<file path="src/rtl/dibp_pkg.sv">
`default_nettype none

package dibp_pkg;

  localparam int unsigned SYM_W   = 8;
  localparam int unsigned POS_W   = 8;
  localparam int unsigned TS_W    = 9;
  localparam int unsigned IDX_W   = 8;
  localparam int unsigned WIDTH_W = 4;
  localparam int unsigned OUT_W   = 32;
  localparam int unsigned PADDR_W = 3;
  localparam int unsigned PDATA_W = 32;

  localparam logic [TS_W-1:0] TS_RESET = 9'd256;
  localparam logic [TS_W-1:0] TS_MAX   = 9'd256;

  localparam logic [0:0] REG_TABLE_SIZE = 1'b0;

  localparam logic [1:0] OP_LOAD  = 2'd0;
  localparam logic [1:0] OP_PACK  = 2'd1;
  localparam logic [1:0] OP_FLUSH = 2'd2;
  localparam logic [1:0] OP_CLEAR = 2'd3;

  localparam int unsigned QUEUE_DEPTH = 2;
  localparam int unsigned QPTR_W      = $clog2(QUEUE_DEPTH);
  localparam int unsigned QCNT_W      = $clog2(QUEUE_DEPTH + 1);

  typedef enum logic [1:0] {
    KIND_PACK,
    KIND_ERR,
    KIND_FLUSH
  } kind_e;

  typedef struct packed {
    kind_e              kind;
    logic [IDX_W-1:0]   idx;
    logic [WIDTH_W-1:0] width;
  } job_t;

  function automatic logic [WIDTH_W-1:0] idx_width(input logic [TS_W-1:0] ts);
    logic [TS_W:0]      n;
    logic [WIDTH_W-1:0] w;
    n = (ts > TS_MAX) ? {1'b0, TS_MAX} : {1'b0, ts};
    w = WIDTH_W'(1);
    for (int i = 1; i < 8; i++) begin
      if (((TS_W+1)'(1) << w) < n) begin
        w = w + WIDTH_W'(1);
      end
    end
    return w;
  endfunction

endpackage

`default_nettype wire

</file>
<file path="src/rtl/dictionary_index_bit_packer.sv">
// Channel  Direction  Handshake               Payload
// input    in         in_valid_i / in_stall_o  operation_i, symbol_i, entry_index_i
// output   out        out_valid_o / out_stall_i packed_word_o, status_o, last_o
// config   in         APB write/read           table_size at byte address 0
//
// One item per cycle sustained while no stall holds the input; the symbol map read
// is registered, so an item passes the front stage and then the queue before its
// result is registered at the output.
// Input stalls only when a pack or flush meets a full queue behind a stalled result.
// Reset is asynchronous: symbol map marked empty at once, packer restarts at an
// empty word; no clearing pass.
// A stalled result holds; the two-entry queue lets loads and clears proceed meanwhile.
`default_nettype none

module dictionary_index_bit_packer
  import dibp_pkg::*;
#(
  parameter int unsigned WORD_BITS   = 32,
  parameter int unsigned SYMBOL_BITS = 8
) (
  input  wire logic               clk_i,
  input  wire logic               rst_ni,
  input  wire logic               in_valid_i,
  output      logic               in_stall_o,
  input  wire logic [1:0]         operation_i,
  input  wire logic [SYM_W-1:0]   symbol_i,
  input  wire logic [POS_W-1:0]   entry_index_i,
  output      logic               out_valid_o,
  input  wire logic               out_stall_i,
  output      logic [OUT_W-1:0]   packed_word_o,
  output      logic               status_o,
  output      logic               last_o,
  input  wire logic               psel,
  input  wire logic               penable,
  input  wire logic               pwrite,
  input  wire logic [PADDR_W-1:0] paddr,
  input  wire logic [PDATA_W-1:0] pwdata,
  output      logic [PDATA_W-1:0] prdata,
  output      logic               pready
);

  logic [TS_W-1:0] table_size_q;
  logic            cfg_wr;
  logic            push;
  logic            pop;
  logic            q_full;
  logic            q_empty;
  job_t            push_job;
  job_t            head_job;

  assign pready = 1'b1;
  assign cfg_wr = psel && penable && pwrite && pready
                  && (paddr[PADDR_W-1] == REG_TABLE_SIZE);
  assign prdata = (paddr[PADDR_W-1] == REG_TABLE_SIZE)
                  ? PDATA_W'(table_size_q) : '0;

  always_ff @(posedge clk_i or negedge rst_ni) begin
    if (!rst_ni) begin
      table_size_q <= TS_RESET;
    end else if (cfg_wr) begin
      table_size_q <= pwdata[TS_W-1:0];
    end
  end

  dibp_front #(
    .SYMBOL_BITS(SYMBOL_BITS)
  ) u_front (
    .clk_i        (clk_i),
    .rst_ni       (rst_ni),
    .in_valid_i   (in_valid_i),
    .in_stall_o   (in_stall_o),
    .operation_i  (operation_i),
    .symbol_i     (symbol_i[SYMBOL_BITS-1:0]),
    .entry_index_i(entry_index_i),
    .table_size_i (table_size_q),
    .q_full_i     (q_full),
    .push_o       (push),
    .job_o        (push_job)
  );

  dibp_queue u_queue (
    .clk_i     (clk_i),
    .rst_ni    (rst_ni),
    .push_i    (push),
    .push_job_i(push_job),
    .pop_i     (pop),
    .head_o    (head_job),
    .full_o    (q_full),
    .empty_o   (q_empty)
  );

  dibp_back #(
    .WORD_BITS(WORD_BITS)
  ) u_back (
    .clk_i        (clk_i),
    .rst_ni       (rst_ni),
    .head_i       (head_job),
    .empty_i      (q_empty),
    .pop_o        (pop),
    .out_valid_o  (out_valid_o),
    .out_stall_i  (out_stall_i),
    .packed_word_o(packed_word_o),
    .status_o     (status_o),
    .last_o       (last_o)
  );

endmodule

`default_nettype wire

</file>
<file path="src/rtl/dibp_front.sv">
`default_nettype none

module dibp_front
  import dibp_pkg::*;
#(
  parameter int unsigned SYMBOL_BITS = 8
) (
  input  wire logic                   clk_i,
  input  wire logic                   rst_ni,
  input  wire logic                   in_valid_i,
  output      logic                   in_stall_o,
  input  wire logic [1:0]             operation_i,
  input  wire logic [SYMBOL_BITS-1:0] symbol_i,
  input  wire logic [POS_W-1:0]       entry_index_i,
  input  wire logic [TS_W-1:0]        table_size_i,
  input  wire logic                   q_full_i,
  output      logic                   push_o,
  output      job_t                   job_o
);

  localparam int unsigned NSYM = 2 ** SYMBOL_BITS;

  logic [POS_W-1:0]       map_mem [NSYM];
  logic [NSYM-1:0]        known_q, known_d;

  logic                   s1_valid_q, s1_valid_d;
  logic [1:0]             s1_op_q;
  logic [SYMBOL_BITS-1:0] s1_sym_q;
  logic [POS_W-1:0]       s1_pos_q;
  logic [POS_W-1:0]       rd_q;

  logic                   fwd_valid_q;
  logic [SYMBOL_BITS-1:0] fwd_sym_q;
  logic [POS_W-1:0]       fwd_idx_q;

  logic                   in_accept;
  logic                   needs_push;
  logic                   s1_adv;
  logic                   known;
  logic [POS_W-1:0]       stored;
  logic                   load_wr;
  logic [WIDTH_W-1:0]     width;
  logic [IDX_W-1:0]       idx_mask;

  assign needs_push = (s1_op_q == OP_PACK) || (s1_op_q == OP_FLUSH);
  assign s1_adv     = s1_valid_q && (!needs_push || !q_full_i);
  assign in_stall_o = s1_valid_q && !s1_adv;
  assign in_accept  = in_valid_i && !in_stall_o;

  assign known  = known_q[s1_sym_q];
  assign stored = (fwd_valid_q && (fwd_sym_q == s1_sym_q)) ? fwd_idx_q : rd_q;

  assign load_wr = s1_adv && (s1_op_q == OP_LOAD)
                   && ({1'b0, s1_pos_q} < table_size_i)
                   && (!known || (s1_pos_q < stored));

  assign width    = idx_width(table_size_i);
  assign idx_mask = IDX_W'((16'd1 << width) - 16'd1);

  always_comb begin
    job_o.idx   = stored & idx_mask;
    job_o.width = width;
    case (s1_op_q)
      OP_FLUSH: job_o.kind = KIND_FLUSH;
      OP_PACK: begin
        if (!known || ({1'b0, stored} >= table_size_i)) begin
          job_o.kind = KIND_ERR;
        end else begin
          job_o.kind = KIND_PACK;
        end
      end
      default:  job_o.kind = KIND_ERR;
    endcase
  end

  assign push_o = s1_adv && needs_push;

  always_comb begin
    known_d = known_q;
    if (s1_adv && (s1_op_q == OP_CLEAR)) begin
      known_d = '0;
    end else if (load_wr) begin
      known_d[s1_sym_q] = 1'b1;
    end
  end

  always_comb begin
    s1_valid_d = s1_valid_q;
    if (in_accept) begin
      s1_valid_d = 1'b1;
    end else if (s1_adv) begin
      s1_valid_d = 1'b0;
    end
  end

  always_ff @(posedge clk_i or negedge rst_ni) begin
    if (!rst_ni) begin
      s1_valid_q  <= 1'b0;
      known_q     <= '0;
      fwd_valid_q <= 1'b0;
    end else begin
      s1_valid_q <= s1_valid_d;
      known_q    <= known_d;
      if (s1_adv) begin
        fwd_valid_q <= load_wr;
      end
    end
  end

  always_ff @(posedge clk_i) begin
    if (in_accept) begin
      s1_op_q  <= operation_i;
      s1_sym_q <= symbol_i;
      s1_pos_q <= entry_index_i;
    end
    if (s1_adv) begin
      fwd_sym_q <= s1_sym_q;
      fwd_idx_q <= s1_pos_q;
    end
  end

  always_ff @(posedge clk_i) begin
    if (load_wr) begin
      map_mem[s1_sym_q] <= s1_pos_q;
    end
    if (in_accept) begin
      rd_q <= map_mem[symbol_i];
    end
  end

endmodule

`default_nettype wire

</file>
<file path="src/rtl/dibp_queue.sv">
`default_nettype none

module dibp_queue
  import dibp_pkg::*;
(
  input  wire logic clk_i,
  input  wire logic rst_ni,
  input  wire logic push_i,
  input  wire job_t push_job_i,
  input  wire logic pop_i,
  output      job_t head_o,
  output      logic full_o,
  output      logic empty_o
);

  job_t              slots [QUEUE_DEPTH];
  logic [QPTR_W-1:0] wr_ptr_q, wr_ptr_d;
  logic [QPTR_W-1:0] rd_ptr_q, rd_ptr_d;
  logic [QCNT_W-1:0] cnt_q, cnt_d;

  assign full_o  = (cnt_q == QCNT_W'(QUEUE_DEPTH));
  assign empty_o = (cnt_q == '0);
  assign head_o  = slots[rd_ptr_q];

  function automatic logic [QPTR_W-1:0] next_ptr(input logic [QPTR_W-1:0] p);
    return (p == QPTR_W'(QUEUE_DEPTH - 1)) ? '0 : p + QPTR_W'(1);
  endfunction

  always_comb begin
    wr_ptr_d = push_i ? next_ptr(wr_ptr_q) : wr_ptr_q;
    rd_ptr_d = pop_i ? next_ptr(rd_ptr_q) : rd_ptr_q;
    cnt_d    = cnt_q;
    if (push_i && !pop_i) begin
      cnt_d = cnt_q + QCNT_W'(1);
    end else if (pop_i && !push_i) begin
      cnt_d = cnt_q - QCNT_W'(1);
    end
  end

  always_ff @(posedge clk_i or negedge rst_ni) begin
    if (!rst_ni) begin
      wr_ptr_q <= '0;
      rd_ptr_q <= '0;
      cnt_q    <= '0;
    end else begin
      wr_ptr_q <= wr_ptr_d;
      rd_ptr_q <= rd_ptr_d;
      cnt_q    <= cnt_d;
    end
  end

  always_ff @(posedge clk_i) begin
    if (push_i) begin
      slots[wr_ptr_q] <= push_job_i;
    end
  end

`ifndef SYNTHESIS
  a_no_overflow: assert property (@(posedge clk_i) disable iff (!rst_ni)
    push_i |-> !full_o) else $error("queue push while full");
  a_no_underflow: assert property (@(posedge clk_i) disable iff (!rst_ni)
    pop_i |-> !empty_o) else $error("queue pop while empty");
  a_count_up: assert property (@(posedge clk_i) disable iff (!rst_ni)
    (push_i && !pop_i) |=> (cnt_q == $past(cnt_q) + QCNT_W'(1)))
    else $error("queue count did not advance");
  a_count_range: assert property (@(posedge clk_i) disable iff (!rst_ni)
    cnt_q <= QCNT_W'(QUEUE_DEPTH)) else $error("queue count out of range");
`endif

endmodule

`default_nettype wire

</file>
<file path="src/rtl/dibp_back.sv">
`default_nettype none

module dibp_back
  import dibp_pkg::*;
#(
  parameter int unsigned WORD_BITS = 32
) (
  input  wire logic             clk_i,
  input  wire logic             rst_ni,
  input  wire job_t             head_i,
  input  wire logic             empty_i,
  output      logic             pop_o,
  output      logic             out_valid_o,
  input  wire logic             out_stall_i,
  output      logic [OUT_W-1:0] packed_word_o,
  output      logic             status_o,
  output      logic             last_o
);

  localparam int unsigned FREE_W = $clog2(WORD_BITS + 1);
  localparam logic [FREE_W-1:0] FREE_FULL = FREE_W'(WORD_BITS);

  logic [WORD_BITS-1:0] acc_q, acc_d;
  logic [FREE_W-1:0]    free_q, free_d;
  logic                 out_valid_q, out_valid_d;
  logic [OUT_W-1:0]     word_q;
  logic                 status_q;
  logic                 last_q;

  logic                 out_free;
  logic                 emit;
  logic [WORD_BITS-1:0] emit_word;
  logic                 emit_status;
  logic                 emit_last;
  logic [FREE_W-1:0]    w_f;
  logic [FREE_W-1:0]    rest;
  logic [FREE_W-1:0]    free_left;
  logic [WORD_BITS-1:0] idx_w;
  logic [WORD_BITS-1:0] merged;
  logic [63:0]          emit_ext;

  assign out_free = !out_valid_q || !out_stall_i;
  assign pop_o    = !empty_i && out_free;

  assign w_f       = FREE_W'(head_i.width);
  assign idx_w     = WORD_BITS'(head_i.idx);
  assign rest      = w_f - free_q;
  assign free_left = free_q - w_f;
  assign merged    = (acc_q << w_f) | idx_w;

  always_comb begin
    emit        = 1'b0;
    emit_word   = '0;
    emit_status = 1'b0;
    emit_last   = 1'b0;
    acc_d       = acc_q;
    free_d      = free_q;
    if (pop_o) begin
      case (head_i.kind)
        KIND_PACK: begin
          if (w_f <= free_q) begin
            if (free_left == '0) begin
              emit      = 1'b1;
              emit_word = merged;
              acc_d     = '0;
              free_d    = FREE_FULL;
            end else begin
              acc_d  = merged;
              free_d = free_left;
            end
          end else begin
            emit      = 1'b1;
            emit_word = (acc_q << free_q) | (idx_w >> rest);
            acc_d     = idx_w & ~({WORD_BITS{1'b1}} << rest);
            free_d    = FREE_FULL - rest;
          end
        end
        KIND_FLUSH: begin
          if (free_q != FREE_FULL) begin
            emit      = 1'b1;
            emit_word = acc_q << free_q;
            emit_last = 1'b1;
            acc_d     = '0;
            free_d    = FREE_FULL;
          end
        end
        KIND_ERR: begin
          emit        = 1'b1;
          emit_status = 1'b1;
        end
        default: begin
          emit = 1'b0;
        end
      endcase
    end
  end

  assign emit_ext = 64'(emit_word);

  always_comb begin
    out_valid_d = out_valid_q;
    if (out_free) begin
      out_valid_d = emit;
    end
  end

  always_ff @(posedge clk_i or negedge rst_ni) begin
    if (!rst_ni) begin
      out_valid_q <= 1'b0;
      acc_q       <= '0;
      free_q      <= FREE_FULL;
    end else begin
      out_valid_q <= out_valid_d;
      acc_q       <= acc_d;
      free_q      <= free_d;
    end
  end

  always_ff @(posedge clk_i) begin
    if (out_free && emit) begin
      word_q   <= emit_ext[OUT_W-1:0];
      status_q <= emit_status;
      last_q   <= emit_last;
    end
  end

  assign out_valid_o   = out_valid_q;
  assign packed_word_o = word_q;
  assign status_o      = status_q;
  assign last_o        = last_q;

`ifndef SYNTHESIS
  a_free_range: assert property (@(posedge clk_i) disable iff (!rst_ni)
    (free_q != '0) && (free_q <= FREE_FULL)) else $error("free bit count out of range");
  a_hold_on_stall: assert property (@(posedge clk_i) disable iff (!rst_ni)
    (out_valid_q && out_stall_i) |=> !pop_o || !$past(pop_o) || $stable(word_q))
    else $error("result register changed under stall");
  a_empty_after_flush: assert property (@(posedge clk_i) disable iff (!rst_ni)
    (pop_o && (head_i.kind == KIND_FLUSH)) |=> (free_q == FREE_FULL) && (acc_q == '0))
    else $error("accumulator not restarted after flush");
`endif

endmodule

`default_nettype wire
</file>
<file path="config.mk">
export PLATFORM = sky130hd
export DESIGN_NAME = dictionary_index_bit_packer
export DESIGN_NICKNAME = d
export VERILOG_FILES = /design/src/rtl/dibp_pkg.sv /design/src/rtl/dictionary_index_bit_packer.sv /design/src/rtl/dibp_front.sv /design/src/rtl/dibp_queue.sv /design/src/rtl/dibp_back.sv
export SDC_FILE = /design/constraint.sdc
export NUM_CORES = 2
export LEC_CHECK = 0
export BUFFER_PORTS_ARGS = -buffer_cell sky130_fd_sc_hd__buf_2
export CAP_MARGIN = 40
export CELL_PAD_IN_SITES_DETAIL_PLACEMENT = 1
export CELL_PAD_IN_SITES_GLOBAL_PLACEMENT = 1
export CORE_AREA = 2 2 412 414
export CTS_BUF_LIST = sky130_fd_sc_hd__clkbuf_4 sky130_fd_sc_hd__clkbuf_8
export CTS_CLUSTER_DIAMETER = 120
export DETAILED_ROUTE_END_ITERATION = 8
export DIE_AREA = 0 0 414 416
export HOLD_SLACK_MARGIN = 0.1
export PLACE_DENSITY_LB_ADDON = 0.15
export SKIP_CTS_REPAIR_TIMING = 1
export SLEW_MARGIN = 10
export SYNTH_ARGS = -nofsm -noshare
export SYNTH_HDL_FRONTEND = slang
export SYNTH_HIERARCHICAL = 1
export SYNTH_SLANG_ARGS = --single-unit
</file>
<file path="constraint.sdc">
create_clock -name clk_i -period 24.8 [get_ports clk_i]
set_input_delay 7.44 -clock clk_i [delete_from_list [all_inputs] [get_ports clk_i]]
set_output_delay 7.44 -clock clk_i [all_outputs]
set_load 0.02 [all_outputs]
</file>
==> impl_summary.txt <==
----------------------------------------------------
[Logic synthesis]
  Netlist cell types ... 96
  Register area share after synthesis ... between 60% and 70%
  Yosys warnings ... 6
  Cell area after synthesis ... around 0.10 mm^2
  Seq cells post-synth ... roughly 2,500
  Fraction of the mapped netlist area in adder cells ... roughly 1.2%
  Post-synthesis cell type with the largest combined area ... sky130_fd_sc_hd__edfxtp_1
  Combinational family with the most area after synthesis ... multiplexers
  Syn Inst Count ... 5,342
  Primary FF master, synth ... sky130_fd_sc_hd__edfxtp_1
  Average instance area after synthesis ... slightly below 20 um^2
  Share of synthesized cell area in and, or, nand and nor gates ... approximately 3.6%
  Cells taking the most area after synthesis ... sky130_fd_sc_hd__edfxtp_1, sky130_fd_sc_hd__mux4_2, sky130_fd_sc_hd__dfrtp_1, sky130_fd_sc_hd__a22o_1, sky130_fd_sc_hd__nor2_1
  Fraction of synthesized area in multiplexers ... a little under a fifth
  Share of flip-flops with an asynchronous set or reset ... 12.6%
  Count of flip-flops with a built-in enable after synthesis ... between 2,000 and 2,500
  Xor-xnor portion of the synthesized cell area ... 0.186%
  Synth Area in Compound Gates ... 4.28%
  Area share of the leading cell type in the synthesized netlist ... between 60% and 70%

[STA]
  Transition time of the tightest slew-check pin ... ~1.3 ns
  Final Hold Fails ... 0
  Final sum of negative setup slack ... 0 ns
  Highest Clock Rate ... 63.1 MHz
  Final Worst Setup Slack ... between 8 and 9 ns
  Minimum hold slack ... slightly below 0.5 ns
  Share of the clock period used by the worst path ... roughly 64%
  Tmin final ... between 15 and 20 ns
  Number of pins with negative max-slew slack in the final report ... 0
  Number of setup violations in the final report ... 0
  Unrepaired setup endpoints after global routing ... false
  Max-slew headroom at the worst pin ... 13.5%
  Final setup skew ... roughly 0.10 ns

[Global routing]
  Overall overflow remaining after global route ... 0
  Largest net degree at the start of global routing ... approximately 250
  Antenna violations before repair ... 16
  Global-route wire length before repair ... 425,000 um
  Number of global-route vias before repair ... about 60,000
  Aggregate global-route resource usage ... 34.1%

[Clocking]
  Inserted Clock Buffers ... roughly 400
  Clock Root Buffer ... sky130_fd_sc_hd__clkbuf_8
  TritonCTS clock tree ... yes
  Clock net sink count ... 2,462
  Clock-pin slew reported for the worst setup and hold paths after clock tree synthesis ... 0.06 ns
  Clock H-tree levels ... 5
  Clock latency reported for the late side of the worst-skew pair ... between 1 and 1.5 ns
  Maximum clock insertion buffer count ... 4

[Pwr]
  Share of total power consumed by net switching ... between 30% and 40%
  Part of the power in combinational logic ... 22.5%
  Relative contribution of the clock network to total power ... between 30 and 40%
  IR drop worst, VDD ... around 0.12 mV
  Power per unit of standard cell area ... ~95 mW/mm^2
  Leakage dissipation ... ~39 nW
  Sequential fraction of design power ... between 40% and 50%
  Switching Power ... 3.36 mW
  Internal power consumption ... 7.52 mW

[Die]
  Effective utilization at floorplan ... about 62%
  Die height ... between 400 and 500 um
  Cell Rows ... 151
  X dimension of the die ... 414 um
  Area enclosed by the die boundary ... 0.172 mm^2
  Core region area ... roughly 0.17 mm^2
  Top-level I/O count ... 129

[Placement]
  Setup Slack @ Placement ... 9.19 ns
  RD Place Congestion ... about 0.89
  Post-detail-place hpwl ... around 170,000 um
  Port-buffer cells ... 79
  DP Area ... 0.106 mm^2

[Setup path]
  Critical-path cell with the highest stage delay ... sky130_fd_sc_hd__dfstp_2
  Data required time of the worst path ... around 26 ns
  Slack of the worst reg-to-reg path ... around 8.9 ns
  Kind of critical path ... flop to flop
  Cell repeated most along the worst path ... sky130_fd_sc_hd__ha_1
  Kind of capture point of the worst setup path ... flop
  Type of origin of the critical path ... flop
  Slowest stage delay, CP ... approximately 0.74 ns
  Signal arrival time at the worst endpoint ... about 17 ns
  Critical-path maximum fanout ... 15

[Drt]
  Average wire per standard cell ... ~36 um
  Initial DRT Pass Iterations ... 5
  Initial drt markers ... 7,353
  Via density ... between 6 and 7
  Count of vias placed by the detailed router ... approximately 57,000
  Total wire length ... 290,000 um
  Remaining design rule violation count ... 0
  Detail Route Antenna Nets ... 0

[Hold path]
  Classification of the worst-slack hold path ... flop to flop

[Final layout]
  Leading cell type in the layout, fill and taps excluded ... sky130_fd_sc_hd__edfxtp_1
  Filler cells ... ~14,000
  Number of nets in the layout ... about 5,800
  Area taken by flip-flops and latches ... 0.0724 mm^2
  Area growth syn-to-layout ... 10.9%
  Fraction of final layout cells with drive strength greater than 1 ... 29.6%
  Multi-input combinational cell area ... around 0.029 mm^2
  Design Area, Final ... ~0.11 mm^2
  Most frequent cells in the layout ... sky130_fd_sc_hd__edfxtp_1, sky130_fd_sc_hd__mux4_2, sky130_fd_sc_hd__nor2_1, sky130_fd_sc_hd__clkbuf_8, sky130_fd_sc_hd__dfrtp_1

[Run status]
  Outcome ... completed

[Flow run]
  Max_cap viols ... 0

----------------------------------------------------
[synth_stat cells, types with 23 or more instances]
library cell and count:
sky130_fd_sc_hd__o21ai_0 71, sky130_fd_sc_hd__mux4_2 819, sky130_fd_sc_hd__dfrtp_1 308, sky130_fd_sc_hd__clkbuf_1 217, sky130_fd_sc_hd__buf_2 48, sky130_fd_sc_hd__mux2i_1 60
sky130_fd_sc_hd__nor2b_1 29, sky130_fd_sc_hd__nand3_1 56, sky130_fd_sc_hd__buf_1 59, sky130_fd_sc_hd__a22o_1 264, sky130_fd_sc_hd__a21oi_1 69, sky130_fd_sc_hd__nand2_1 177
sky130_fd_sc_hd__edfxtp_1 2152, sky130_fd_sc_hd__ha_1 98, sky130_fd_sc_hd__mux2_2 25, sky130_fd_sc_hd__nor2_1 413, sky130_fd_sc_hd__o211ai_1 24, sky130_fd_sc_hd__inv_1 55
sky130_fd_sc_hd__buf_4 46, sky130_fd_sc_hd__and2_1 23
[metrics by stage]
step           instances  utilization, %  total power [mW]
5_1_grt             8123            68.2              11.3
3_3_place_gp        7370            62.9              7.16
6_report            8132            68.2              10.9
3_5_place_dp        7401            63.3              7.27
4_1_cts             8104            68.0              10.9
2_1_floorplan       5364               -              6.57
[power by group through the flow]
stage	combinational (mW)	clock, mW	sequential (mW)
global placement	2.26	0	4.90
detailed placement	2.38	0	4.89
floorplan	1.61	0	4.95
global route	2.64	3.81	4.82
finish	2.45	3.62	4.81
CTS	2.41	3.66	4.81
[final timing paths]
kind | from | to | cells past startpoint
setup / recovery | table_size_q[8] | u_queue/slots[0][8] | 65
hold / removal | u_queue/wr_ptr_q | u_queue/wr_ptr_q | 1
setup reg to reg | table_size_q[8] | u_queue/slots[0][8] | 65
hold reg to reg | u_queue/wr_ptr_q | u_queue/wr_ptr_q | 1
max in group asynchronous | rst_ni | u_front/known_q[221] | 2
min in group asynchronous | rst_ni | table_size_q[4] | 1
[logic make-up after synthesis]
group	Yosys count
compound gates	574
xor+xnor	22
fa+ha+maj	101
buf+inv	445
flops	2462
mux	913
other cells	2
simple gates	823
[area by class of cell]
type / instances / area share [%]
clock buffers: 524 / 5.65
well taps: 2218 / 2.42
flip-flops and latches: 2462 / 63.1
clock inverters: 179 / 1.23
repair buffers: 216 / 1.91
diodes: 10 / 0.0218
inverters: 66 / 0.216
multi-input cells: 2457 / 25.5
[worst max-delay path, delay by kind of cell, from the launching register on]
kind	cells	cell delay [ns]
buf+inv	7	1.05
flops	1	0.74
simple gates	18	2.81
fa+ha+maj	13	4.04
xor+xnor	2	0.78
compound gates	25	6.14
[flip-flops by register name (all words and copies together), names as in the netlist, 9 cells and up]
| signal | flops |
|---|---|
| u_front/known_q | 256 |
| u_back/packed_word_o | 32 |
| u_queue/slots | 28 |
| table_size_q | 9 |
| u_back/acc_q | 32 |
| u_front/map_mem | 2048 |
[routing by layer]
metal,global-route usage (%),vias to the layer above,part of all wire [%],wire [um]
met5,0,-,0.037,107
met4,13.5,16,3.8,11000
met3,7.01,636,10,29000
met2,54.2,3587,49,143000
met1,47.3,30100,37,108000
li1,-,22500,-,-
No activity file was read; power rests on OpenSTA's default activity.
